==> src/rtl/core/akr_pkg.sv <==
package akr_pkg;

  localparam int TABLE_SLOTS = 8192;
  localparam int MAX_RECORDS = 8192;
  localparam int ADDR_BITS   = 48;

  localparam int KEY_W  = 48;
  localparam int REC_W  = 16;
  localparam int CNT_W  = 14;
  localparam int SLOT_W = $clog2(TABLE_SLOTS);
  localparam int REC_IW = (MAX_RECORDS > 1) ? $clog2(MAX_RECORDS) : 1;

  localparam int HALF_SLOTS = TABLE_SLOTS / 2;
  localparam int CLR_DEPTH  = (TABLE_SLOTS > MAX_RECORDS) ? TABLE_SLOTS : MAX_RECORDS;
  localparam int CLR_W      = $clog2(CLR_DEPTH);

  localparam int FIFO_DEPTH = 2;
  localparam int FIFO_PW    = $clog2(FIFO_DEPTH);

  localparam logic [63:0] HASH_MUL = 64'hff51afd7ed558ccd;
  localparam logic [KEY_W-1:0] KEY_MASK = KEY_W'((65'd1 << ADDR_BITS) - 65'd1);

  localparam logic [1:0] CFG_ADDR_RECORD_COUNT = 2'd0;

  typedef enum logic {
    FUNC_BIND   = 1'b0,
    FUNC_LOOKUP = 1'b1
  } func_t;

  typedef enum logic [2:0] {
    ST_INSERTED  = 3'd0,
    ST_BOUND     = 3'd1,
    ST_REJECTED  = 3'd2,
    ST_FOUND     = 3'd3,
    ST_NOT_FOUND = 3'd4
  } status_t;

  typedef enum logic [2:0] {
    F_IDLE,
    F_MUL_LL,
    F_MUL_HL,
    F_MUL_LH,
    F_PUSH
  } front_state_t;

  typedef enum logic [1:0] {
    B_CLEAR,
    B_IDLE,
    B_REC,
    B_PROBE
  } back_state_t;

  // One classified item on its way from the front to the back.
  typedef struct packed {
    func_t             func;
    logic [REC_W-1:0]  rec;
    logic [KEY_W-1:0]  key;
    logic [SLOT_W-1:0] slot;
    logic              rec_ok;
    logic              key_zero;
  } work_t;

endpackage

==> src/rtl/core/akr_fifo.sv <==
module akr_fifo
  import akr_pkg::*;
(
  input  logic  clk,
  input  logic  rst_n,
  input  logic  push,
  input  work_t push_data,
  input  logic  pop,
  output work_t pop_data,
  output logic  full,
  output logic  not_empty
);

  work_t              mem_r [FIFO_DEPTH];
  logic [FIFO_PW-1:0] wr_ptr_r, rd_ptr_r;
  logic [FIFO_PW:0]   cnt_r;

  assign full      = (cnt_r == (FIFO_PW + 1)'(FIFO_DEPTH));
  assign not_empty = (cnt_r != '0);
  assign pop_data  = mem_r[rd_ptr_r];

  always_ff @(posedge clk) begin
    if (!rst_n) begin
      wr_ptr_r <= '0;
      rd_ptr_r <= '0;
      cnt_r    <= '0;
    end else begin
      if (push) begin
        wr_ptr_r <= wr_ptr_r + 1'b1;
      end
      if (pop) begin
        rd_ptr_r <= rd_ptr_r + 1'b1;
      end
      if (push && !pop) begin
        cnt_r <= cnt_r + 1'b1;
      end else if (pop && !push) begin
        cnt_r <= cnt_r - 1'b1;
      end
    end
  end

  always_ff @(posedge clk) begin
    if (push) begin
      mem_r[wr_ptr_r] <= push_data;
    end
  end

endmodule

==> config.mk <==
export PLATFORM = sky130hd
export DESIGN_NAME = akr_fifo
export DESIGN_NICKNAME = d
export VERILOG_FILES = /design/src/rtl/core/akr_pkg.sv /design/src/rtl/core/akr_fifo.sv
export SDC_FILE = /design/constraint.sdc
export NUM_CORES = 1
export LEC_CHECK = 0
export BUFFER_PORTS_ARGS = -buffer_cell sky130_fd_sc_hd__buf_2
export CORE_MARGIN = 2
export CORE_UTILIZATION = 35
export CTS_BUF_LIST = sky130_fd_sc_hd__clkbuf_16
export CTS_CLUSTER_DIAMETER = 60
export DETAILED_ROUTE_END_ITERATION = 8
export GPL_TIMING_DRIVEN = 0
export HOLD_SLACK_MARGIN = 0.02
export PLACE_DENSITY_LB_ADDON = 0.1
export SYNTH_ARGS = -nofsm -noshare
export SYNTH_HDL_FRONTEND = slang
export SYNTH_SLANG_ARGS = --single-unit
==> constraint.sdc <==
create_clock -name clk -period 5.7 [get_ports clk]
set_clock_uncertainty 0.05 [all_clocks]
set_input_delay 1.14 -clock clk [delete_from_list [all_inputs] [get_ports clk]]
set_output_delay 1.14 -clock clk [all_outputs]
set_load 0.01 [all_outputs]
==> reports/qor.yml <==
status:
  outcome: "complete, no violations"
clock_network:
  clock_sinks: 165
  clkTransAtPathRegs_ps: 60
  clock_path_buffers: 2
  cts_tree: "yes"
  cts_setup_buffers: 0
  clkLatencyLatePin_ps: 410
  cts_buffers: 17
  ctsResizeCount: 0
  root_buffer: "clkbuf_16"
  cts_hold_buf: 0
  h-tree-depth: 4
worst_setup_path:
  cpMaxStageDelayCell: "mux2_2"
  crit_path_start_kind: "flip-flop"
  slowest_delay_ps: 340
  crit_arrival_ps: 1750
  path_cells: "buf_2, buf_6, mux2_2, buf_2"
  worstSetupPathType: "reg -> out"
  cpMostUsedCell: "buf_2"
  required_ps: 4510
  crit_path_end_kind: "output port"
  path_max_fanout: 10
sta:
  post-route-period-util_pct: 51.67
  rsz0062_at_grt: "no"
  fmax_mhz: 339.6
  setup_viol: 0
  slew_violations: 0
  worst_slew_pin_slew_ps: 833.0
  relSlewSlack_pct: 44.35
  fin_crit_ps: 2945
  hold_viol: 0
  fin_ws_ps: 2755
placed_design:
  hpwl_mm: 7.338
  placed_area_sq_um: 7201
  place_ws_ps: 3032
  place.gp.congestion: 0.6838
  io_buffers: 165
min_path:
  worstHoldPathType: "reg -> reg"
floorplan:
  die_h_um: 135.2
  fp.coreArea_sq_um: 16700
  rows: 47
  pin_count: 166
  die_w_um: 135.2
  die_area_sq_um: 18270
  initial_utilization_pct: 36.06
layout:
  fill_cells: 1516
  finish.utilization_pct: 46.67
  drive_above_1_share_pct: 60.85
  num_antenna_cells: 0
  final_cell_area_sq_um: 7795
  nets: 543
  area_growth_pct: 29.44
yosys:
  avgSynthCellArea_sq_um: 22.22
  synth-async-reset-ratio_pct: 0
  syn-cell-area_sq_um: 6022
  yosys.cell_types.count: 17
  synthCells: 271
  synth-seq-cells: 165
  ys_seq_area_share_pct: 81.45
  yosys_warnings: 0
  synth_nets: 356
  synth-edff-count: 160
  synth_flop_cell: "edfxtp_1"
pwr:
  power_mw: 2.853
  peakVddDrop_uv: 213.2
  p_leak_nw: 2.942
  power_per_cell_area_nw_per_um2: 366.0
drt:
  drc: 0
  postRouteAntennaNets: 0
  drt-total-wl_mm: 11.03
  drtIter0Drc: 98
  via_per_inst: 4.520
  dr.pass1.iters: 4
  num_vias: 3119
  wl_per_cell_um: 15.99
grt:
  grt_overflow: 0
  grt_pass1_wl_mm: 16.53
  grt_max_degree: 44
  grt_pass1_vias: 3211
  grt_antenna_before_repair: 1
  grt_usage_pct: 12.35
run:
  max-cap-violations: 0
## metrics by stage
stage | instances | hold slack, ps | setup TNS (ps)
3_3_place_gp | 656 | 424.6 | -172020
3_5_place_dp | 659 | 446.0 | 0
4_1_cts | 690 | 456.7 | 0
6_report | 690 | 449.5 | 0
5_1_grt | 690 | 483.9 | 0
2_1_floorplan | 271 | 411.2 | 0
## layout by cell type (no fill, tap or decap), drive strengths merged, types with 2 or more instances in the layout
| master | n |
|---|---|
| and2 | 4 |
| edfxtp | 160 |
| clkbuf | 17 |
| dfxtp | 5 |
| clkinv | 5 |
| xor2 | 2 |
| mux2 | 80 |
| buf | 177 |
| bufinv | 4 |
| inv | 5 |
| nor2b | 2 |
## area by class of cell
| cell class | instances | area (sq um) | area share [%] |
|---|---|---|---|
| clock inverter | 14 | 168.9 | 2.167 |
| buffer | 9 | 95.09 | 1.220 |
| sequential | 165 | 4905 | 62.92 |
| multi-input combinational | 96 | 1028 | 13.19 |
| inverter | 1 | 3.754 | 0.04815 |
| timing repair buffer | 168 | 893.4 | 11.46 |
| clock buffer | 17 | 425.4 | 5.457 |
| tap | 220 | 275.3 | 3.531 |
## flip-flops by register name (all words and copies together) (netlist names), named ones only
register / count
mem_r: 160
rd_ptr_r: 1
wr_ptr_r: 1
cnt_r: 2
## metal layers
metal / track usage [%] / wire length (um)
met1: 13.97 / 4477
met2: 20.02 / 5399
met3: 5.686 / 929
met4: 5.729 / 216
met5: 0 / 7
## where the power goes
| group | total [mW] | switching [mW] | internal [mW] |
|---|---|---|---|
| Combinational | 0.286 | 0.144 | 0.142 |
| Sequential | 1.41 | 0.0135 | 1.40 |
| Clock | 1.15 | 0.432 | 0.720 |
## critical path, delay by kind of cell, from the launching register on
| kind | cells | cell delay (ps) |
|---|---|---|
| buf+inv | 3 | 690 |
| flops | 1 | 310 |
| mux | 1 | 340 |
## synth_stat cells (2+ instances only)
cell type  instances  area, sq um
xor2_1             2        17.52
edfxtp_1         160         4805
dfxtp_1            5        100.1
nor2b_1            2        12.51
mux2_2            80        900.9
buf_6              8        90.09
and2_1             4        25.02
## worst paths after layout
check	from	to	slack [ps]	cells past startpoint
worst max register to register	wr_ptr_r$_SDFFE_PN0P_	mem_r[0][8]$_DFFE_PP_	4010	2
worst max-delay path	flip-flop	pop_data[56]	2760	4
worst min-delay path	cnt_r[1]$_SDFFE_PN0P_	cnt_r[1]$_SDFFE_PN0P_	450	2
worst min register to register	cnt_r[1]$_SDFFE_PN0P_	cnt_r[1]$_SDFFE_PN0P_	450	2
## cell families after synthesis
| kind of cell | Yosys count | synth area share, % |
|---|---|---|
| muxes | 80 | 14.96 |
| DFF | 165 | 81.45 |
| and+or+nand+nor | 9 | 0.9766 |
| AOI/OAI and AO/OA | 3 | 0.3324 |
| adders and majority gates | 1 | 0.2077 |
| buffers and inverters | 10 | 1.641 |
| xor gates and xnor gates | 3 | 0.4364 |
Note: power is estimated with default switching activity, not from simulation.
