### src/rtl/core/akr_pkg.sv
package akr_pkg;

  localparam int TABLE_SLOTS = 8192;
  localparam int MAX_RECORDS = 8192;
  localparam int ADDR_BITS   = 48;

  localparam int KEY_W  = 48;
  localparam int REC_W  = 16;
  localparam int CNT_W  = 14;
  localparam int SLOT_W = $clog2(TABLE_SLOTS);
  localparam int REC_IW = (MAX_RECORDS > 1) ? $clog2(MAX_RECORDS) : 1;

  localparam int HALF_SLOTS = TABLE_SLOTS / 2;
  localparam int CLR_DEPTH  = (TABLE_SLOTS > MAX_RECORDS) ? TABLE_SLOTS : MAX_RECORDS;
  localparam int CLR_W      = $clog2(CLR_DEPTH);

  localparam int FIFO_DEPTH = 2;
  localparam int FIFO_PW    = $clog2(FIFO_DEPTH);

  localparam logic [63:0] HASH_MUL = 64'hff51afd7ed558ccd;
  localparam logic [KEY_W-1:0] KEY_MASK = KEY_W'((65'd1 << ADDR_BITS) - 65'd1);

  localparam logic [1:0] CFG_ADDR_RECORD_COUNT = 2'd0;

  typedef enum logic {
    FUNC_BIND   = 1'b0,
    FUNC_LOOKUP = 1'b1
  } func_t;

  typedef enum logic [2:0] {
    ST_INSERTED  = 3'd0,
    ST_BOUND     = 3'd1,
    ST_REJECTED  = 3'd2,
    ST_FOUND     = 3'd3,
    ST_NOT_FOUND = 3'd4
  } status_t;

  typedef enum logic [2:0] {
    F_IDLE,
    F_MUL_LL,
    F_MUL_HL,
    F_MUL_LH,
    F_PUSH
  } front_state_t;

  typedef enum logic [1:0] {
    B_CLEAR,
    B_IDLE,
    B_REC,
    B_PROBE
  } back_state_t;

  // One classified item on its way from the front to the back.
  typedef struct packed {
    func_t             func;
    logic [REC_W-1:0]  rec;
    logic [KEY_W-1:0]  key;
    logic [SLOT_W-1:0] slot;
    logic              rec_ok;
    logic              key_zero;
  } work_t;

endpackage

### src/rtl/core/akr_front.sv
module akr_front
  import akr_pkg::*;
(
  input  logic             clk,
  input  logic             rst_n,
  input  logic             hold,
  input  logic [CNT_W-1:0] record_count,
  input  logic             in_valid,
  output logic             in_stall,
  input  logic             in_func,
  input  logic [REC_W-1:0] in_record_number,
  input  logic [KEY_W-1:0] in_key_addr,
  input  logic             q_full,
  output logic             q_push,
  output work_t            q_data
);

  front_state_t      state_r, state_nxt;
  func_t             func_r;
  logic [REC_W-1:0]  rec_r;
  logic [KEY_W-1:0]  key_r;
  logic              rec_ok_r;
  logic [63:0]       x_r;
  logic [63:0]       acc_r, acc_nxt;
  logic [31:0]       mul_a, mul_b;
  logic [63:0]       prod;
  logic [63:0]       hash;
  logic              accept;
  logic [KEY_W-1:0]  key_in;
  logic [63:0]       x_sh;
  logic [63:0]       x_in;
  logic              rec_ok_in;

  assign key_in    = in_key_addr & KEY_MASK;
  assign x_sh      = {{(64 - KEY_W){1'b0}}, key_in} >> 4;
  assign x_in      = x_sh ^ (x_sh >> 33);
  assign rec_ok_in = (in_record_number < {{(REC_W - CNT_W){1'b0}}, record_count}) &&
                     ({1'b0, in_record_number} < (REC_W + 1)'(MAX_RECORDS));

  assign in_stall = (state_r != F_IDLE) || hold;
  assign accept   = in_valid && !in_stall;

  // The 64-bit product modulo 2^64 is built from three 32x32 passes
  // through one shared multiplier.
  assign prod = {32'd0, mul_a} * {32'd0, mul_b};
  assign hash = acc_r ^ (acc_r >> 29);

  always_comb begin
    state_nxt = state_r;
    acc_nxt   = acc_r;
    mul_a     = x_r[31:0];
    mul_b     = HASH_MUL[31:0];
    q_push    = 1'b0;
    case (state_r)
      F_IDLE: begin
        if (accept) begin
          state_nxt = F_MUL_LL;
        end
      end
      F_MUL_LL: begin
        acc_nxt   = prod;
        state_nxt = F_MUL_HL;
      end
      F_MUL_HL: begin
        mul_a     = x_r[63:32];
        acc_nxt   = {acc_r[63:32] + prod[31:0], acc_r[31:0]};
        state_nxt = F_MUL_LH;
      end
      F_MUL_LH: begin
        mul_b     = HASH_MUL[63:32];
        acc_nxt   = {acc_r[63:32] + prod[31:0], acc_r[31:0]};
        state_nxt = F_PUSH;
      end
      F_PUSH: begin
        if (!q_full) begin
          q_push    = 1'b1;
          state_nxt = F_IDLE;
        end
      end
      default: begin
        state_nxt = F_IDLE;
      end
    endcase
  end

  always_comb begin
    q_data.func     = func_r;
    q_data.rec      = rec_r;
    q_data.key      = key_r;
    q_data.slot     = hash[SLOT_W-1:0];
    q_data.rec_ok   = rec_ok_r;
    q_data.key_zero = (key_r == '0);
  end

  always_ff @(posedge clk) begin
    if (!rst_n) begin
      state_r <= F_IDLE;
    end else begin
      state_r <= state_nxt;
    end
  end

  always_ff @(posedge clk) begin
    acc_r <= acc_nxt;
    if (accept) begin
      func_r   <= func_t'(in_func);
      rec_r    <= in_record_number;
      key_r    <= key_in;
      rec_ok_r <= rec_ok_in;
      x_r      <= x_in;
    end
  end

endmodule

### config.mk
export PLATFORM = sky130hd
export DESIGN_NAME = akr_front
export DESIGN_NICKNAME = d
export VERILOG_FILES = /design/src/rtl/core/akr_pkg.sv /design/src/rtl/core/akr_front.sv
export SDC_FILE = /design/constraint.sdc
export NUM_CORES = 1
export LEC_CHECK = 0
export BUFFER_PORTS_ARGS = -buffer_cell sky130_fd_sc_hd__buf_2
export CORE_ASPECT_RATIO = 1.5
export CORE_UTILIZATION = 60
export CTS_CLUSTER_SIZE = 16
export DETAILED_ROUTE_END_ITERATION = 16
export GPL_TIMING_DRIVEN = 0
export PLACE_DENSITY = 0.91
export SLEW_MARGIN = 20
export SYNTH_ARGS = -nofsm -noshare
export SYNTH_HDL_FRONTEND = slang
export SYNTH_SLANG_ARGS = --single-unit
### constraint.sdc
create_clock -name clk -period 16.5 [get_ports clk]
set_input_delay 2.475 -clock clk [delete_from_list [all_inputs] [get_ports clk]]
set_output_delay 2.475 -clock clk [all_outputs]
set_load 0.05 [all_outputs]
==> metrics.txt, run 1 <==
Slowest cell on crit path nor4_2; largest area contributor in the netlist fa_1; skew final approximately 21 ps; Iteration-0 DRC Markers roughly 1000; final setup vio count 0; post-CTS sizing 0; Compound-Gate Fraction of Synth Area 5.16%; Reg clk slew, reported paths ~90 ps; syn nets ~3100; multi-input logic area between 0.015 and 0.02 mm²; Worst Path Arrival approximately 12000 ps; Die Wd about 160 µm; layout overhead on the synthesized area 8.15%; Top FF cell, synth edfxtp_1; DP Area 0.0240 mm²; most common cell after layout, fill and taps aside inv_1; max-capacitance violation count 0; initial antenna violation count 0; Inserted Clock Buffers 9; Cell variety after synth 65; post-layout min period 11450 ps; simple-gate share of the synthesized area slightly below 7%; Post-Route WL just over 70 mm; root buf cell clkbuf_16; Clock Sink Count roughly 110; proportion of netlist area held by the largest area contributor slightly below 40%; critical path launch point type flop; Critical Path Fanout Max 10; DRC 0; Sequential cell area approximately 0.0032 mm²; row cnt 86; WP buf/inv 9; fin crit share 69.4%; CTS tree done; Post-layout nets 3233; FFs w/ async S/R, synth 0%; I/O Pins ~170; Pins Over Slew Limit 0; CTS Buffer Depth 2; Post-Synth Adder-Cell Area between 50% and 60%; Seq/Total Area, Yosys 14.0%; WL/cell between 20 and 25 µm; htree depth 3; core box area roughly 0.037 mm²; Detail Placement HPWL between 60 and 70 mm; ranking of synthesized cells by area fa_1 (39%), ha_1 (17%), edfxtp_1 (14%); drt first pass iters 5; share of cells above drive strength 1 around a tenth; CP Capture Type flop; vias about 16000; Hold Path Class flop to flop; number of enable flip-flop cells after synthesis ~100; syn avg cell area just over 10 µm²; Final Wtd Congestion between 0.9 and 1; Initial Utilization between 60% and 70%; Critical Path RT between 15000 and 20000 ps; final hold vios 0; relative slew slack ~17%; Crit path largest cell delay roughly 950 ps; XOR/XNOR share of the synthesized area ~4.9%; clk_lat worst skew just under 400 ps; run status completed; post-synthesis mux area share less than 1%; global-route wire length before repair 107 mm; design area 0.0243 mm²; Fmax achieved slightly below 90 MHz; IO buf count 165; Synth Cell Area 0.0225 mm²; RSZ-0062 raised after global routing no; Slew @ Worst Pin ~1200 ps; vias in the first global route between 15000 and 20000; Setup CP Type flop to flop; commonest cells after routing, fill and taps aside inv_1 (643), fa_1 (438), ha_1 (298); Post-Synthesis Cells 2234; die area approximately 0.038 mm²; largest family of logic cells by synthesized area adder cells; CP most frequent cell fa_1; vias per inst between 5 and 6; Final ANT Viol Nets 0; grt ovf 0; Synth Register Bits 106; die height roughly 240 µm; Fill cells between 2000 and 3000; postcts setup bufs 0; # hold bufs at CTS 0; Yosys warnings 0; CP top delay family adder cells; setup TNS 0 ps; pin count of the biggest net entering global routing 32; GRT Overall Usage between 30% and 40%
[Yosys cell counts (7+ instances only)]
master / n
a21o_1: 31
a21oi_1: 71
and2_1: 33
buf_4: 35
clkbuf_1: 51
edfxtp_1: 103
fa_1: 438
ha_1: 298
inv_1: 643
mux2i_1: 10
nand2_1: 116
nand2b_1: 7
nand3_1: 12
nor2_1: 90
nor4_1: 14
o211ai_1: 9
o21a_1: 8
o21ai_0: 31
or2_2: 9
xnor2_1: 83
xor2_1: 42
[per-layer routing]
metal  track usage (%)  vias up  part of all wire (%)  wire length (µm)
met4              36.7        0                    11              7880
li1                  -     7107                     -                 -
met5                 0        -                     0                 0
met1              41.9     8086                    33             24000
met3              5.49      291                   6.2              4450
met2              68.1      799                    50             35700
[state kept, by name, summed over array words and instances, names as in the netlist]
name	cells
acc_r	26
func_r	1
key_r	48
rec_ok_r	1
rec_r	16
state_r	3
x_r	11
[through the flow]
stage | worst slack [ps] | instances | utilization, % | hold WS [ps]
6_report | 5050 | 2903 | 66.0 | 580
5_1_grt | 5040 | 2902 | 66.0 | 619
4_1_cts | 5390 | 2902 | 65.9 | 588
3_5_place_dp | 5450 | 2886 | 65.1 | 572
3_3_place_gp | 5510 | 2883 | 64.9 | 562
2_1_floorplan | 8110 | 2234 | - | 524
[cell families after synthesis]
family,after synthesis
compound gates,187
xor+xnor,125
fa+ha+maj,736
buf+inv,743
flops,106
mux,13
other cells,1
simple gates,323
[worst paths after layout]
| check | start | endpoint | slack (ps) | cells past startpoint |
|---|---|---|---|---|
| worst max-delay path | state_r[2]$_SDFFE_PN0P_ | acc_r[38]$_DFFE_PP_ | 5050 | 27 |
| worst min-delay path | x_r[0]$_DFFE_PP_ | acc_r[0]$_DFFE_PP_ | 580 | 1 |
| worst max register to register | state_r[2]$_SDFFE_PN0P_ | acc_r[38]$_DFFE_PP_ | 5050 | 27 |
| worst min register to register | x_r[0]$_DFFE_PP_ | acc_r[0]$_DFFE_PP_ | 580 | 1 |
[worst register-to-register path, stage by stage (launching register included)]
cell and delay [ps]:
dfxtp_1 320, clkbuf_1 220, and3b_1 570, clkbuf_1 500
clkbuf_1 570, clkbuf_1 800, nand2_1 370, fa_1 620
inv_1 60, fa_1 560, inv_1 70, fa_1 570
fa_1 540, inv_1 60, fa_1 580, fa_1 540
fa_1 570, inv_1 50, fa_1 570, inv_1 60
ha_1 490, nand3_1 350, or4_4 190, a211oi_2 60
nor4_2 950, o221ai_1 460, a21o_1 280, o32ai_1 310
[cell type report]
cell class	instances	area share (%)
plain buffers	91	1.97
clock inverters	7	0.375
multi-input cells	1385	67.6
flip-flops and latches	106	13.0
clock buffers	9	0.925
repair buffers	168	3.59
inverters	652	10.1
well taps	484	2.49
diodes	1	0.0103
Power of run 1 is left out: the tool's default activity adds up to more than one toggle a clock period on the data nets, which glitch-free logic cannot reach.
==> run 2, diff against run 1 <==
==> constraint.sdc (replaced) <==
create_clock -name clk -period 10.9 [get_ports clk]
set_input_delay 1.635 -clock clk [delete_from_list [all_inputs] [get_ports clk]]
set_output_delay 1.635 -clock clk [all_outputs]
set_load 0.05 [all_outputs]
==> metrics.txt, run 2 (synthesis results as in run 1) <==
run status completed (unchanged); share of cells above drive strength 1 10.7% (was 10.6%); Worst R2R End acc_r[40]$_DFFE_PP_ (was acc_r[38]$_DFFE_PP_); CP startpoint state_r[2]$_SDFFE_PN0P_ (unchanged); Hold Path Depth 1 (unchanged); critical path launch point type flop (unchanged); CTS Buffer Depth 2 (unchanged); CTS tree done (unchanged); placed insts 2886 (unchanged); post-layout min period 10690 ps (was 11450 ps); # hold bufs at CTS 0 (unchanged); vias per inst 5.61 (about the same); vias in the first global route 18300 (was 18200); core box area 0.0369 mm² (unchanged); IO buf count 165 (unchanged); setup TNS 0 ps (unchanged); Critical Path RT 11150 ps (was 16690 ps); multi-input logic area 0.0165 mm² (about the same); Final Wtd Congestion 0.995 (unchanged); clk_lat worst skew 390 ps (about the same); Die Wd 160 µm (unchanged); Regs by FF count key_r x48, acc_r x26, rec_r x16 (unchanged); largest reg by FF count key_r (unchanged); Post-layout nets 3234 (was 3233); r2r startpoint state_r[2]$_SDFFE_PN0P_ (unchanged); Iteration-0 DRC Markers 989 (was 1047); commonest cells after routing, fill and taps aside inv_1 (643), fa_1 (438), ha_1 (298) (unchanged); Finished Layout Cells 2904 (was 2903); max FFs per register 48 (unchanged); Hold Path Class flop to flop (unchanged); Clock Sink Count 106 (unchanged); final hold vios 0 (unchanged); Initial Utilization 61.0% (unchanged); Slew @ Worst Pin 1260 ps (was 1220 ps); I/O Pins 166 (unchanged); relative slew slack 14.5% (was 17.1%); crit path capture acc_r[40]$_DFFE_PP_ (was acc_r[38]$_DFFE_PP_); Reg clk slew, reported paths 90 ps (about the same); CP most frequent cell fa_1 (unchanged); grt ovf 0 (unchanged); max-capacitance violation count 0 (unchanged); layout overhead on the synthesized area 8.25% (was 8.15%); pin count of the biggest net entering global routing 32 (unchanged); die area 0.0383 mm² (unchanged); vias 16300 (about the same); WP buf/inv 6 (was 9); Sequential cell area 0.00315 mm² (unchanged); GRT Overall Usage 39.5% (about the same); Core Util, Final 66.0% (about the same); final setup vio count 0 (unchanged); RSZ-0062 raised after global routing no (unchanged); htree depth 3 (unchanged); DRC 0 (unchanged); WL/cell 24.8 µm (about the same); most common cell after layout, fill and taps aside inv_1 (unchanged); R2R setup slack 210 ps (was 5050 ps); Critical Path Fanout Max 12 (was 10); Fill cells 2984 (was 2989); Final ANT Viol Nets 0 (unchanged); skew final 22.7 ps (was 21.4 ps); initial antenna violation count 0 (unchanged); CP Capture Type flop (unchanged); die height 239 µm (unchanged); Inserted Clock Buffers 9 (unchanged); drt first pass iters 5 (unchanged); fin crit share 98.0% (was 69.4%); Worst Path Arrival 10940 ps (was 11640 ps); CP Depth 26 (was 27); Pins Over Slew Limit 0 (unchanged); row cnt 86 (unchanged); CP top delay family adder cells (unchanged); Crit path largest cell delay 910 ps (was 950 ps); reg2reg path depth 26 (was 27); root buf cell clkbuf_16 (unchanged); Fmax achieved 93.6 MHz (was 87.3 MHz); Setup CP Type flop to flop (unchanged); Post-Route WL 71.9 mm (was 72.0 mm); Slowest cell on crit path clkinv_1 (was nor4_2); Detail Placement HPWL 62.6 mm (unchanged); global-route wire length before repair 107 mm (about the same)
-- run 2: cell types whose count changed in the layout (fill, tap and decap cells not counted) --
| cell | change |
|---|---|
| buf_6 | +1 |
| clkbuf_1 | -3 |
| clkbuf_2 | +3 |
| nor4_2 | -1 |
| nor4_4 | +1 |
| o21ai_0 | -1 |
| o21ai_1 | +1 |
-- run 2: per-layer routing --
metal | track usage (%) | vias up | routed length [µm]
met2 | 68.0 | 810 | 35800
met1 | 41.9 | 8088 | 23800
li1 | - | 7110 | -
met3 | 5.56 | 294 | 4330
met5 | 0 | - | 0
met4 | 36.6 | 0 | 7930
-- run 2: area by class of cell --
class	instances	area share, %
Clock buffer	9	0.924
Inverter	652	10.0
Multi-Input combinational cell	1385	67.6
Buffer	91	1.98
Sequential cell	106	12.9
Antenna cell	1	0.0103
Tap cell	484	2.48
Timing Repair Buffer	169	3.63
Clock inverter	7	0.375
-- run 2: worst register-to-register path, stage by stage (launching register included) --
cell and delay [ps]:
dfxtp_1 320, clkbuf_1 220, nor3b_1 240, buf_2 380
mux2i_2 810, clkinv_1 920, nand2_1 490, inv_1 250
xnor2_1 290, ha_1 240, fa_1 450, fa_1 630
fa_1 530, fa_1 550, fa_1 540, inv_1 60
fa_1 540, inv_1 50, ha_1 330, and4_1 400
nand3_1 310, or4_4 510, a211oi_2 400, nor4_1 110
o21a_1 360, or4_1 520, nand3_1 110
-- run 2: what timing repair did --
| item | 4_1_cts | 5_1_grt |
|---|---|---|
| endpoints found under the setup margin | 1 | 5 |
| pin swaps | 0 | 0 |
| resized for setup | 1 | 7 |
| buffers inserted | 0 | 0 |
-- run 2: through the flow --
stage                     area [µm²]  worst slack (ps)  hold slack [ps]
final                          24400               213              578
after global routing           24400               109              619
after CTS                      24300               173              588
after detailed placement       24000              -146              572
after global placement         23900             -90.7              562
after floorplan                22500              2510              524
-- run 2: worst min path at each step --
| stage | start | to | slack [ps] |
|---|---|---|---|
| 3_5_place_dp | x_r[0]$_DFFE_PP_ | acc_r[0]$_DFFE_PP_ | 570 |
| 5_1_grt | x_r[1]$_DFFE_PP_ | acc_r[1]$_DFFE_PP_ | 620 |
| 4_1_cts | x_r[0]$_DFFE_PP_ | acc_r[0]$_DFFE_PP_ | 590 |
| 6_report | x_r[0]$_DFFE_PP_ | acc_r[0]$_DFFE_PP_ | 580 |
| 2_1_floorplan | x_r[0]$_DFFE_PP_ | acc_r[0]$_DFFE_PP_ | 520 |
| 3_3_place_gp | state_r[1]$_SDFFE_PN0P_ | state_r[0]$_SDFFE_PN0P_ | 560 |
Power of run 2 is left out for the same reason.
